`src/hdl/upvt_pkg.sv`:
```
package upvt_pkg;

    typedef enum logic [2:0] {
        ST_OK       = 3'd0,
        ST_SHORT    = 3'd1,
        ST_SYNC     = 3'd2,
        ST_CHECKSUM = 3'd3,
        ST_IGNORED  = 3'd4,
        ST_LENGTH   = 3'd5
    } status_t;

    typedef enum logic [1:0] {
        EM_IDLE,
        EM_STATUS,
        EM_FIELDS
    } em_state_t;

    typedef struct packed {
        logic [6:0] offset;   // byte offset within the payload
        logic [1:0] size_m1;  // field size in bytes, minus one
        logic       sgn;      // two's complement field
    } pvt_field_t;

    localparam logic [7:0]  SYNC_1          = 8'hB5;
    localparam logic [7:0]  SYNC_2          = 8'h62;
    localparam logic [7:0]  CLASS_NAV       = 8'h01;
    localparam logic [7:0]  ID_PVT          = 8'h07;
    localparam logic [15:0] PVT_PAYLOAD_LEN = 16'd92;
    localparam logic [7:0]  PVT_LAST_IDX    = 8'd99;
    localparam logic [7:0]  MIN_LAST_IDX    = 8'd7;
    localparam logic [7:0]  CKSUM_LEAD_IDX  = 8'd4;
    localparam logic [7:0]  PAYLOAD_START   = 8'd6;
    localparam int          HDR_BYTES       = 6;
    localparam int          FIELD_COUNT     = 31;
    localparam logic [4:0]  FIELD_LAST      = 5'(FIELD_COUNT - 1);

    function automatic pvt_field_t pvt_field(input logic [4:0] idx);
        pvt_field_t f;
        f = '{offset: 7'd0, size_m1: 2'd0, sgn: 1'b0};
        unique case (idx)
            5'd0:    f = '{offset: 7'd0,  size_m1: 2'd3, sgn: 1'b0};
            5'd1:    f = '{offset: 7'd4,  size_m1: 2'd1, sgn: 1'b0};
            5'd2:    f = '{offset: 7'd6,  size_m1: 2'd0, sgn: 1'b0};
            5'd3:    f = '{offset: 7'd7,  size_m1: 2'd0, sgn: 1'b0};
            5'd4:    f = '{offset: 7'd8,  size_m1: 2'd0, sgn: 1'b0};
            5'd5:    f = '{offset: 7'd9,  size_m1: 2'd0, sgn: 1'b0};
            5'd6:    f = '{offset: 7'd10, size_m1: 2'd0, sgn: 1'b0};
            5'd7:    f = '{offset: 7'd11, size_m1: 2'd0, sgn: 1'b0};
            5'd8:    f = '{offset: 7'd12, size_m1: 2'd3, sgn: 1'b0};
            5'd9:    f = '{offset: 7'd16, size_m1: 2'd3, sgn: 1'b1};
            5'd10:   f = '{offset: 7'd20, size_m1: 2'd0, sgn: 1'b0};
            5'd11:   f = '{offset: 7'd21, size_m1: 2'd0, sgn: 1'b0};
            5'd12:   f = '{offset: 7'd22, size_m1: 2'd0, sgn: 1'b0};
            5'd13:   f = '{offset: 7'd23, size_m1: 2'd0, sgn: 1'b0};
            5'd14:   f = '{offset: 7'd24, size_m1: 2'd3, sgn: 1'b1};
            5'd15:   f = '{offset: 7'd28, size_m1: 2'd3, sgn: 1'b1};
            5'd16:   f = '{offset: 7'd32, size_m1: 2'd3, sgn: 1'b1};
            5'd17:   f = '{offset: 7'd36, size_m1: 2'd3, sgn: 1'b1};
            5'd18:   f = '{offset: 7'd40, size_m1: 2'd3, sgn: 1'b0};
            5'd19:   f = '{offset: 7'd44, size_m1: 2'd3, sgn: 1'b0};
            5'd20:   f = '{offset: 7'd48, size_m1: 2'd3, sgn: 1'b1};
            5'd21:   f = '{offset: 7'd52, size_m1: 2'd3, sgn: 1'b1};
            5'd22:   f = '{offset: 7'd56, size_m1: 2'd3, sgn: 1'b1};
            5'd23:   f = '{offset: 7'd60, size_m1: 2'd3, sgn: 1'b1};
            5'd24:   f = '{offset: 7'd64, size_m1: 2'd3, sgn: 1'b1};
            5'd25:   f = '{offset: 7'd68, size_m1: 2'd3, sgn: 1'b0};
            5'd26:   f = '{offset: 7'd72, size_m1: 2'd3, sgn: 1'b0};
            5'd27:   f = '{offset: 7'd76, size_m1: 2'd1, sgn: 1'b0};
            5'd28:   f = '{offset: 7'd84, size_m1: 2'd3, sgn: 1'b1};
            5'd29:   f = '{offset: 7'd88, size_m1: 2'd1, sgn: 1'b1};
            5'd30:   f = '{offset: 7'd90, size_m1: 2'd1, sgn: 1'b0};
            default: f = '{offset: 7'd0,  size_m1: 2'd0, sgn: 1'b0};
        endcase
        return f;
    endfunction

endpackage

```
`src/hdl/upvt_ram.sv`:
```
module upvt_ram #(
    parameter int WIDTH = 8,
    parameter int DEPTH = 256
) (
    input  logic                     clk,
    input  logic                     we,
    input  logic [$clog2(DEPTH)-1:0] waddr,
    input  logic [WIDTH-1:0]         wdata,
    input  logic                     re,
    input  logic [$clog2(DEPTH)-1:0] raddr,
    output logic [WIDTH-1:0]         rdata
);

    logic [WIDTH-1:0] mem [DEPTH];

    always_ff @(posedge clk)
    begin
        if (we)
        begin
            mem[waddr] <= wdata;
        end
        if (re)
        begin
            rdata <= mem[raddr];
        end
    end

endmodule

```
`src/hdl/ubx_nav_pvt_frame_parser_top.sv`:
```
// Channel  Dir  tdata (low bit up)                      tuser         tlast
// s_*      in   data_byte[7:0]                          -             frame_end
// m_*      out  status[2:0] field_id[7:3] value[39:8]   field_signed  last_result
//
// Bytes are taken one per cycle. A frame's final byte is held off while the
// previous frame's results are still being read out of the frame store.
// A valid frame yields 31 results from 86 store bytes, read one per cycle
// through the single RAM read port (reserved payload bytes are skipped); a
// rejected frame yields one result. The store is split into two banks so the
// next frame fills one bank while the other is read.
// No clearing pass after reset; rst_n clears control only.
// A stalled output holds its result; reads pause until it is taken.
module ubx_nav_pvt_frame_parser_top
    import upvt_pkg::*;
#(
    parameter int STORE_DEPTH = 128
) (
    input  logic        clk,
    input  logic        rst_n,
    input  logic        s_tvalid,
    output logic        s_tready,
    input  logic [7:0]  s_tdata,   // data_byte[7:0]
    input  logic        s_tlast,
    output logic        m_tvalid,
    input  logic        m_tready,
    output logic [39:0] m_tdata,   // status[2:0], field_id[7:3], field_value[39:8]
    output logic        m_tuser,   // field_signed
    output logic        m_tlast
);

    localparam int IW = $clog2(STORE_DEPTH);
    localparam int AW = IW + 1;

    // input side
    logic [7:0]  byte_count_reg, byte_count_next;
    logic [7:0]  sum_a_reg, sum_a_next;
    logic [7:0]  sum_b_reg, sum_b_next;
    logic [15:0] held_reg, held_next;
    logic        wr_bank_reg, wr_bank_next;
    logic [7:0]  hdr_reg [HDR_BYTES];

    // emitter
    em_state_t   em_state_reg, em_state_next;
    logic [4:0]  fld_reg, fld_next;
    logic [1:0]  k_reg, k_next;
    logic        rd_bank_reg, rd_bank_next;
    status_t     job_status_reg, job_status_next;
    logic        cap_valid_reg, cap_valid_next;
    logic        cap_last_reg, cap_last_next;
    logic [1:0]  cap_k_reg, cap_k_next;
    logic [4:0]  cap_fld_reg, cap_fld_next;
    logic [31:0] acc_reg, acc_next;
    logic        hold_reg, hold_next;

    // output register
    logic        m_valid_reg, m_valid_next;
    status_t     m_status_reg, m_status_next;
    logic [4:0]  m_id_reg, m_id_next;
    logic [31:0] m_value_reg, m_value_next;
    logic        m_signed_reg, m_signed_next;
    logic        m_last_reg, m_last_next;

    logic        in_accept;
    logic        end_accept;
    logic        busy;
    logic        out_free;
    logic        store_we;
    logic [AW-1:0] store_waddr;
    logic [AW-1:0] store_raddr;
    logic [7:0]  store_rdata;
    logic        issue_go;
    logic        k_last;
    logic        cap_done;
    logic [31:0] cap_val;
    logic [7:0]  sum_a_upd;
    logic [7:0]  sum_b_upd;
    status_t     frame_status;
    pvt_field_t  cur_field;
    pvt_field_t  cap_field;

    assign busy       = (em_state_reg != EM_IDLE) || cap_valid_reg || hold_reg;
    assign s_tready   = !s_tlast || !busy;
    assign in_accept  = s_tvalid && s_tready;
    assign end_accept = in_accept && s_tlast;
    assign out_free   = !m_valid_reg || m_tready;

    // ---------------- frame store ----------------
    assign store_we    = in_accept && ({1'b0, byte_count_reg} < 9'(STORE_DEPTH));
    assign store_waddr = {wr_bank_reg, byte_count_reg[IW-1:0]};

    upvt_ram #(
        .WIDTH (8),
        .DEPTH (2 ** AW)
    ) u_store (
        .clk   (clk),
        .we    (store_we),
        .waddr (store_waddr),
        .wdata (s_tdata),
        .re    (issue_go),
        .raddr (store_raddr),
        .rdata (store_rdata)
    );

    // ---------------- checksum and frame checks ----------------
    always_comb
    begin
        sum_a_upd = sum_a_reg;
        sum_b_upd = sum_b_reg;
        // the byte two positions back leaves the delay line into the sums
        if (byte_count_reg >= CKSUM_LEAD_IDX)
        begin
            sum_a_upd = sum_a_reg + held_reg[15:8];
            sum_b_upd = sum_b_reg + sum_a_upd;
        end
    end

    always_comb
    begin
        priority if (byte_count_reg < MIN_LAST_IDX)
            frame_status = ST_SHORT;
        else if (hdr_reg[0] != SYNC_1 || hdr_reg[1] != SYNC_2)
            frame_status = ST_SYNC;
        else if (held_reg[7:0] != sum_a_upd || s_tdata != sum_b_upd)
            frame_status = ST_CHECKSUM;
        else if (hdr_reg[2] != CLASS_NAV || hdr_reg[3] != ID_PVT)
            frame_status = ST_IGNORED;
        else if ({hdr_reg[5], hdr_reg[4]} != PVT_PAYLOAD_LEN
                 || byte_count_reg != PVT_LAST_IDX)
            frame_status = ST_LENGTH;
        else
            frame_status = ST_OK;
    end

    always_comb
    begin
        byte_count_next = byte_count_reg;
        sum_a_next      = sum_a_reg;
        sum_b_next      = sum_b_reg;
        held_next       = held_reg;
        wr_bank_next    = wr_bank_reg;
        if (in_accept)
        begin
            if (s_tlast)
            begin
                byte_count_next = 8'd0;
                sum_a_next      = 8'd0;
                sum_b_next      = 8'd0;
                held_next       = 16'd0;
                wr_bank_next    = ~wr_bank_reg;
            end
            else
            begin
                sum_a_next = sum_a_upd;
                sum_b_next = sum_b_upd;
                held_next  = {held_reg[7:0], s_tdata};
                if (byte_count_reg != 8'hFF)
                begin
                    byte_count_next = byte_count_reg + 8'd1;
                end
            end
        end
    end

    always_ff @(posedge clk)
    begin
        for (int i = 0; i < HDR_BYTES; i++)
        begin
            if (in_accept && byte_count_reg == 8'(i))
            begin
                hdr_reg[i] <= s_tdata;
            end
        end
    end

    // ---------------- emitter ----------------
    assign cur_field = pvt_field(fld_reg);
    assign cap_field = pvt_field(cap_fld_reg);
    assign k_last    = (k_reg == cur_field.size_m1);
    assign cap_done  = cap_valid_reg && cap_last_reg;

    // a field's first read waits until its finished predecessor can move out
    assign issue_go = (em_state_reg == EM_FIELDS)
                      && ((k_reg != 2'd0) || !((cap_done || hold_reg) && !out_free));

    assign store_raddr = {rd_bank_reg,
                          IW'({1'b0, cur_field.offset} + PAYLOAD_START) + IW'(k_reg)};

    assign cap_val = ((cap_k_reg == 2'd0) ? 32'd0 : acc_reg)
                     | ({24'd0, store_rdata} << {cap_k_reg, 3'b000});

    always_comb
    begin
        em_state_next = em_state_reg;
        unique case (em_state_reg)
            EM_IDLE:
            begin
                if (end_accept)
                begin
                    em_state_next = (frame_status == ST_OK) ? EM_FIELDS : EM_STATUS;
                end
            end
            EM_STATUS:
            begin
                if (out_free)
                begin
                    em_state_next = EM_IDLE;
                end
            end
            EM_FIELDS:
            begin
                if (issue_go && k_last && fld_reg == FIELD_LAST)
                begin
                    em_state_next = EM_IDLE;
                end
            end
            default:
            begin
                em_state_next = EM_IDLE;
            end
        endcase
    end

    always_comb
    begin
        fld_next        = fld_reg;
        k_next          = k_reg;
        rd_bank_next    = rd_bank_reg;
        job_status_next = job_status_reg;
        cap_valid_next  = issue_go;
        cap_last_next   = cap_last_reg;
        cap_k_next      = cap_k_reg;
        cap_fld_next    = cap_fld_reg;
        acc_next        = acc_reg;
        hold_next       = hold_reg;
        m_valid_next    = m_valid_reg && !m_tready;
        m_status_next   = m_status_reg;
        m_id_next       = m_id_reg;
        m_value_next    = m_value_reg;
        m_signed_next   = m_signed_reg;
        m_last_next     = m_last_reg;

        if (end_accept)
        begin
            fld_next        = 5'd0;
            k_next          = 2'd0;
            rd_bank_next    = wr_bank_reg;
            job_status_next = frame_status;
        end

        if (issue_go)
        begin
            cap_last_next = k_last;
            cap_k_next    = k_reg;
            cap_fld_next  = fld_reg;
            if (k_last)
            begin
                k_next   = 2'd0;
                fld_next = fld_reg + 5'd1;
            end
            else
            begin
                k_next = k_reg + 2'd1;
            end
        end

        if (cap_valid_reg)
        begin
            if (!cap_last_reg || !out_free)
            begin
                acc_next = cap_val;
            end
            if (cap_last_reg && !out_free)
            begin
                hold_next = 1'b1;
            end
        end

        unique case (em_state_reg)
            EM_STATUS:
            begin
                if (out_free)
                begin
                    m_valid_next  = 1'b1;
                    m_status_next = job_status_reg;
                    m_id_next     = 5'd0;
                    m_value_next  = 32'd0;
                    m_signed_next = 1'b0;
                    m_last_next   = 1'b1;
                end
            end
            EM_IDLE, EM_FIELDS:
            begin
                if (out_free && (cap_done || hold_reg))
                begin
                    m_valid_next  = 1'b1;
                    m_status_next = ST_OK;
                    m_id_next     = cap_fld_reg;
                    m_value_next  = hold_reg ? acc_reg : cap_val;
                    m_signed_next = cap_field.sgn;
                    m_last_next   = (cap_fld_reg == FIELD_LAST);
                    hold_next     = 1'b0;
                end
            end
            default:
            begin
                m_valid_next = m_valid_reg && !m_tready;
            end
        endcase
    end

    always_ff @(posedge clk or negedge rst_n)
    begin
        if (!rst_n)
        begin
            byte_count_reg <= 8'd0;
            sum_a_reg      <= 8'd0;
            sum_b_reg      <= 8'd0;
            held_reg       <= 16'd0;
            wr_bank_reg    <= 1'b0;
            em_state_reg   <= EM_IDLE;
            cap_valid_reg  <= 1'b0;
            hold_reg       <= 1'b0;
            m_valid_reg    <= 1'b0;
        end
        else
        begin
            byte_count_reg <= byte_count_next;
            sum_a_reg      <= sum_a_next;
            sum_b_reg      <= sum_b_next;
            held_reg       <= held_next;
            wr_bank_reg    <= wr_bank_next;
            em_state_reg   <= em_state_next;
            cap_valid_reg  <= cap_valid_next;
            hold_reg       <= hold_next;
            m_valid_reg    <= m_valid_next;
        end
    end

    always_ff @(posedge clk)
    begin
        fld_reg        <= fld_next;
        k_reg          <= k_next;
        rd_bank_reg    <= rd_bank_next;
        job_status_reg <= job_status_next;
        cap_last_reg   <= cap_last_next;
        cap_k_reg      <= cap_k_next;
        cap_fld_reg    <= cap_fld_next;
        acc_reg        <= acc_next;
        m_status_reg   <= m_status_next;
        m_id_reg       <= m_id_next;
        m_value_reg    <= m_value_next;
        m_signed_reg   <= m_signed_next;
        m_last_reg     <= m_last_next;
    end

    assign m_tvalid = m_valid_reg;
    assign m_tdata  = {m_value_reg, m_id_reg, m_status_reg};
    assign m_tuser  = m_signed_reg;
    assign m_tlast  = m_last_reg;

endmodule

```
`config.mk`:
```
export PLATFORM = sky130hd
export DESIGN_NAME = ubx_nav_pvt_frame_parser_top
export DESIGN_NICKNAME = d
export VERILOG_FILES = /design/src/hdl/upvt_pkg.sv /design/src/hdl/upvt_ram.sv /design/src/hdl/ubx_nav_pvt_frame_parser_top.sv
export SDC_FILE = /design/constraint.sdc
export NUM_CORES = 2
export LEC_CHECK = 0
export BUFFER_PORTS_ARGS = -buffer_cell sky130_fd_sc_hd__buf_2
export CAP_MARGIN = 20
export CORE_UTILIZATION = 45
export DETAILED_ROUTE_END_ITERATION = 8
export PLACE_DENSITY_LB_ADDON = 0.25
export SLEW_MARGIN = 20
export SYNTH_ARGS = -nofsm -noshare
export SYNTH_HDL_FRONTEND = slang
export SYNTH_SLANG_ARGS = --single-unit
```
`constraint.sdc`:
```
create_clock -name clk -period 10.1 [get_ports clk]
set_input_delay 2.02 -clock clk [delete_from_list [all_inputs] [get_ports clk]]
set_output_delay 2.02 -clock clk [all_outputs]
set_load 0.03 [all_outputs]
```
## Yosys cells after proc, flatten, opt, wreduce, memory -nomap -nowiden

Memories as Yosys holds them, arrays and structs flattened. A register that Yosys moved wholly into a read port is not among the register bits.
Cells that the tools add are included.

- Memories: 4
- ROM bits: 640
- Bits in writable memories: 2,096
- Logic and storage cells: 194
- Register bits: 139
- Output and inout bits: 44

- Add/subtract/negate cells: 7
- Reductions and logical operators: 55
- Magnitude comparators: 3
- Multiplexer cells: 77
- Eq/ne operators: 23
- Shifts and indexed selects: 1
- Bitwise operators: 2

Memories:

| name | words | bits a word | rd ports | clocked after Yosys merged registers in | write ports | RTL line | RTL |
|---|---|---|---|---|---|---|---|
| u_store.mem | 256 | 8 | 1 | 1 | 1 | upvt_ram.sv:14 | `logic [WIDTH-1:0] mem [DEPTH];` |
| (name not given) | 32 | 10 | 1 | 1 | 0 | upvt_pkg.sv:40 | `unique case (idx)` |
| (name not given) | 32 | 10 | 1 | 1 | 0 | upvt_pkg.sv:40 |  |
| hdr_reg | 6 | 8 | 6 | 0 | 1 | ubx_nav_pvt_frame_parser_top.sv:40 | `logic [7:0] hdr_reg [HDR_BYTES];` |

Operator list:

| kind | count |
|---|---|
| $mux W32 | 4 |
| $mux W8 | 11 |
| $pmux W32 S2 | 1 |
| $reduce_or A8 Y1 | 5 |
| $mux W3 | 12 |
| $or A32 B32 Y32 | 1 |
| $shl A8 B5 Y32 | 1 |
| $mux W5 | 6 |
| $mux W1 | 29 |
| $logic_and A1 B1 Y1 | 17 |
| $add A8 B8 Y8 | 2 |
| $eq A8 B2 Y1 const B | 2 |
| $eq A8 B3 Y1 const B | 2 |
| $mux W16 | 1 |
| $ne A16 B7 Y1 const B | 1 |
| $ne A8 B7 Y1 const B | 2 |
| $ne A8 B8 Y1 | 2 |
| $ne A8 B8 Y1 const B | 2 |
| $mux W2 | 7 |
| $logic_or A1 B1 Y1 | 11 |
| $eq A5 B5 Y1 const B | 2 |
| $pmux W5 S2 | 1 |
| $reduce_bool A2 Y1 | 5 |
| $add A8 B1 Y8 const B | 1 |
| 26 further kinds | 40 |

## Logic depth before layout (Yosys ltp)

- Depth after elaboration: 15
- Gate-level depth with buffers: 19

## Cells and area by module

A second synthesis with hierarchy kept.

- Cell total of the unflattened synthesis: 4,593
- Area, all modules: 89,129.2 um^2

By module, submodules not included:

| module | cells each | times used | area each (um^2) |
|---|---|---|---|
| upvt_ram | 3,733 | 1 | 79,636.4 |
| ubx_nav_pvt_frame_parser_top | 860 | 1 | 9,492.9 |

## Worst setup path after synthesis

OpenSTA, ideal clock, no wires.

- Path type: input to register
- Start point: input port m_tready
- End point: register cur_field[6] (netlist name)
- Path slack: 5.047 ns
- Setup time: 0.086 ns
- Data arrival time: 4.968 ns
- Data required time: 10.014 ns
- Stages on the path: 9
- Path buffers: 0
- Cells stage by stage: nor2b_1 -> a31oi_1 -> nand2_1 -> o21ai_0 -> inv_1 -> ha_1 -> nand2_1 -> o21ai_0 -> a211oi_1

- Word-level cells in the longest chain between the ends: 7

RTL lines:

| what | RTL line | RTL |
|---|---|---|
| from (decl) | ubx_nav_pvt_frame_parser_top.sv:25 | `input logic m_tready,` |
| $logic_or A1 B1 Y1 | ubx_nav_pvt_frame_parser_top.sv:85 | `assign out_free = !m_valid_reg \|\| m_tready;` |
| $logic_not A1 Y1 | ubx_nav_pvt_frame_parser_top.sv:183 | `&& ((k_reg != 2'd0) \|\| !((cap_done \|\| hold_reg) && !out_free));` |
| $logic_and A1 B1 Y1 | ubx_nav_pvt_frame_parser_top.sv:183 |  |
| $logic_not A1 Y1 | ubx_nav_pvt_frame_parser_top.sv:183 |  |
| $logic_or A1 B1 Y1 | ubx_nav_pvt_frame_parser_top.sv:183 |  |
| $logic_and A1 B1 Y1 | ubx_nav_pvt_frame_parser_top.sv:183 |  |
| net cap_valid_next | ubx_nav_pvt_frame_parser_top.sv:48 | `logic cap_valid_reg, cap_valid_next;` |
| $mux W5 | ubx_nav_pvt_frame_parser_top.sv:250 | `if (issue_go)` |
| net fld_next[0] | ubx_nav_pvt_frame_parser_top.sv:44 | `logic [4:0] fld_reg, fld_next;` |

The timed path passes the listed nets, and every way through them passes these cells.
A chain may end at the register's enable or synchronous reset.

## Worst setup path after layout

- Start point: register k_reg[1]
- End point: register u_store.rdata[4] (read register of u_store.mem) (data pin)

- Word-level cells in the longest chain between the ends: 3
- Elaborated cells between the ends (all ways): 4
- Those cells by class: add/sub (1); reduce/logical (3)

RTL lines:

| what | RTL line | RTL |
|---|---|---|
| from (decl) | ubx_nav_pvt_frame_parser_top.sv:45 | `logic [1:0] k_reg, k_next;` |
| from (signal assigned) | ubx_nav_pvt_frame_parser_top.sv:342 | `k_reg <= k_next;` |
| parallel branches: the longest is 3 deep, another holds $add A7 B2 Y7 | n/a |  |
| to (decl) | upvt_ram.sv:11 | `output logic [WIDTH-1:0] rdata` |

Several ways; the timed one is not identified.

==> flow_summary_export.csv <==
group,metric,value,unit
sta,finalMaxSlewViolations,0,
cells_and_area,fin_nets,4538,
placed_design,placed_area,0.0927,mm2
sta,slew_headroom,24.8,%
status,outcome,"finished clean",
sta,final-hold-violation-count,0,
synth,ys_ff_latch,2253,
clock_tree,htree_levels,4,
synth,synth_cell_types,78,
sta,rsz0062_at_grt,"no",
placed_design,place_hpwl,132000,um
clock_tree,post_cts_resized,0,
worst_setup_path,slowest_stage,"fa_4",
worst_setup_path,slowest_delay,1.07,ns
placed_design,io_buffers,56,
floorplan,row_count,162,
worst_hold_path,holdPathEnd,"held_reg[14]$_DFFE_PN0P_",
worst_setup_path,critPathKind,"reg2reg",
clock_tree,cts_setup_buffers,0,
grt,antenna_found_initial,3,
floorplan,dieArea,0.200,mm2
grt,grt-ovfl-total,0,
route,drc,0,
route,viasPerCell,5.99,
grt,track_usage,22.4,%
placed_design,dp_slack,4.40,ns
grt,grt_pass1_vias,43600,
worst_setup_path,end_kind,"register",
synth,syn-num-nets,4422,
cells_and_area,area_delta_synth_final,12.0,%
cells_and_area,utilization,51.0,%
clock_tree,postCtsHoldBufs,0,
worst_setup_path,crit_chain,"inv_1 > ha_1 > inv_1 > ha_4 > fa_4 > buf_4 > inv_2 > buf_4 > mux2i_1 > mux4_2 > o21ai_0 > a2111oi_0 > a211oi_1",
worst_setup_path,start_kind,"register",
worst_setup_path,rr_startpoint,"k_reg[1]$_SDFFCE_PP0P_",
cells_and_area,stdcell_area,0.0999,mm2
worst_setup_path,cp_max_fo,45,
route,finalWirelength,221000,um
synth,synth_cells,4371,
synth,async_reset_ff_share,2.04,%
clock_tree,clkLatencyLatePin,0.87,ns
clock_tree,clk_pin_slew,0.06,ns
sta,fin_ws,4.45,ns
worst_hold_path,whs_path_depth,2,
placed_design,gp_congestion,0.814,
cells_and_area,final_layout_size_suffix_gt1_share,24.1,%
pwr,peakVddDrop,155,uV
worst_setup_path,r2r_end,"u_store.rdata[4]$_DFFE_PP_",
sta,layout_worst_path_cycle_share,55.9,%
pwr,p_leak,31.0,nW
sta,setup_violations,0,
grt,use_met3,3.80,%
synth,ys_seq_area_share,75.5,%
grt,grt_pass1_wl,321000,um
job,drv_cap,0,
route,ant_nets,0,
floorplan,initial_core_util,45.5,%
floorplan,die_h,447,um
worst_setup_path,path_buf_inv,5,
clock_tree,cts_tree,"done",
grt,grt_most_used_layer,"met2",
grt,met2_usage,35.8,%
pwr,power_density,200,mW/mm2
worst_setup_path,cp_num_cells,13,
synth,yosys_warnings,0,
worst_setup_path,reg2reg_slack,4.45,ns
cells_and_area,final_common_cell,"edfxtp_1",
clock_tree,cts_buffers,222,
floorplan,dieWidth,447,um
floorplan,ios,57,
sta,fin_tns_setup,0,ns
cells_and_area,largest_register_ffs,2048,
route,vias,43800,
worst_hold_path,hold_start,"held_reg[14]$_DFFE_PN0P_",
pwr,total_power,20.0,mW
synth,synth_edf_count,2192,
worst_setup_path,worstPathRequired,10.68,ns
clock_tree,cts-root-buf,"clkbuf_16",
route,wl_per_cell,30.3,um
sta,post-route-min-period,5.65,ns
grt,grt_max_degree,173,
clock_tree,cts_max_path_buffers,3,
sta,worst_slew_pin_slew,1.12,ns
route,dr.pass1.iters,5,
worst_setup_path,cp_top_family,"buffers and inverters",
cells_and_area,mostFrequentLayoutCells,"edfxtp_1 (2192), mux4_2 (610), nor2_1 (332)",
synth,synthFlopType,"edfxtp_1",
worst_hold_path,min_path_type,"reg2reg",
worst_setup_path,crit_arrival,6.23,ns
sta,fin_skew,0.0434,ns
sta,max_freq,0.177,GHz
floorplan,placeableCoreArea,0.196,mm2
synth,netlist_area,0.0891,mm2
grt,met1_usage,32.2,%
clock_tree,clock-sinks,2253,
route,drt-initial-drc-count,5038,
synth,synth.avg_cell_area,20.4,um2
worst_setup_path,r2r_cells,13,
==> how the worst max path moves through the flow <==
| stage | startpoint | to | slack, ns |
|---|---|---|---|
| 3_3_place_gp | k_reg[1]$_SDFFCE_PP0P_ | u_store.rdata[4]$_DFFE_PP_ | 4.43 |
| 5_1_grt | k_reg[1]$_SDFFCE_PP0P_ | u_store.rdata[1]$_DFFE_PP_ | 4.33 |
| 3_5_place_dp | k_reg[1]$_SDFFCE_PP0P_ | u_store.rdata[4]$_DFFE_PP_ | 4.40 |
| 2_1_floorplan | m_tready | cur_field[6]$_DFF_P_ | 5.05 |
| 6_report | k_reg[1]$_SDFFCE_PP0P_ | u_store.rdata[4]$_DFFE_PP_ | 4.45 |
| 4_1_cts | k_reg[1]$_SDFFCE_PP0P_ | u_store.rdata[4]$_DFFE_PP_ | 4.39 |
==> Yosys cell counts, types with 12 or more instances <==
master | number | area share [%]
nand2_1 | 206 | 0.87
clkbuf_1 | 145 | 0.61
mux2i_1 | 37 | 0.42
a311oi_1 | 16 | 0.16
nand3_1 | 63 | 0.35
o21ai_0 | 52 | 0.29
buf_4 | 12 | 0.10
dfxtp_1 | 15 | 0.34
buf_2 | 74 | 0.42
nor2b_1 | 42 | 0.29
nand2b_1 | 25 | 0.18
and3_1 | 12 | 0.084
dfrtp_1 | 46 | 1.3
nor2_1 | 340 | 1.4
edfxtp_1 | 2192 | 74
a31oi_1 | 18 | 0.13
xnor2_1 | 28 | 0.28
a22oi_1 | 13 | 0.11
inv_1 | 35 | 0.15
ha_1 | 35 | 0.49
a21oi_1 | 96 | 0.54
nor3_1 | 27 | 0.15
a211oi_1 | 43 | 0.36
buf_1 | 18 | 0.076
mux2_2 | 16 | 0.20
mux4_2 | 610 | 15
xor2_1 | 15 | 0.15
==> kinds of logic (layout without fill, tap and decap cells) <==
logic type                 Yosys count  after routing  synth area share, %
buffers and inverters              288            592                 1.40
DFF                               2253           2253                 75.5
and+or+nand+nor                    778            778                 3.89
adders and majority gates           38             38                0.559
muxes                              663            663                 16.0
other                                0              3                    0
AOI/OAI and AO/OA                  308            308                 2.23
xor gates and xnor gates            43             43                0.423
==> per-layer routing <==
metal / share of wire (%) / up-vias / wire, um
met5: 0.0059 / - / 13
met4: 2.2 / 2 / 4790
met3: 7.1 / 297 / 15700
met2: 49 / 1707 / 108000
met1: 42 / 23600 / 93100
li1: - / 18200 / -
==> worst reg2reg max path, cell delays in order (launching register included) <==
cell,delay (ns)
edfxtp_1,0.38
inv_1,0.09
ha_1,0.28
inv_1,0.06
ha_4,0.16
fa_4,1.07
buf_4,0.69
inv_2,0.53
buf_4,0.42
mux2i_1,0.22
mux4_2,0.35
o21ai_0,0.18
a2111oi_0,0.87
a211oi_1,0.08
==> power breakdown <==
| group | internal (mW) | switching, mW | leakage, nW |
|---|---|---|---|
| Sequential | 10.4 | 0.0812 | 20.5 |
| Clock | 4.58 | 3.56 | 3.45 |
| Combinational | 0.483 | 0.909 | 7.12 |
==> cell type report <==
cell class | count | area, um2
Clock inverter | 133 | 1340
Clock buffer | 279 | 5820
Fill cell | 15500 | 95900
Timing Repair Buffer | 145 | 1140
Inverter | 35 | 131
Antenna cell | 3 | 7.51
Tap cell | 2624 | 3280
Multi-Input combinational cell | 1830 | 20900
Sequential cell | 2253 | 67300
==> metrics by stage <==
stage               instances  hold WS, ns
finish                   7302        0.471
global placement         6886        0.456
global route             7300        0.520
floorplan                4371        0.423
CTS                      7298        0.477
detailed placement       6886        0.464
No activity file was read; power rests on OpenSTA's default activity.
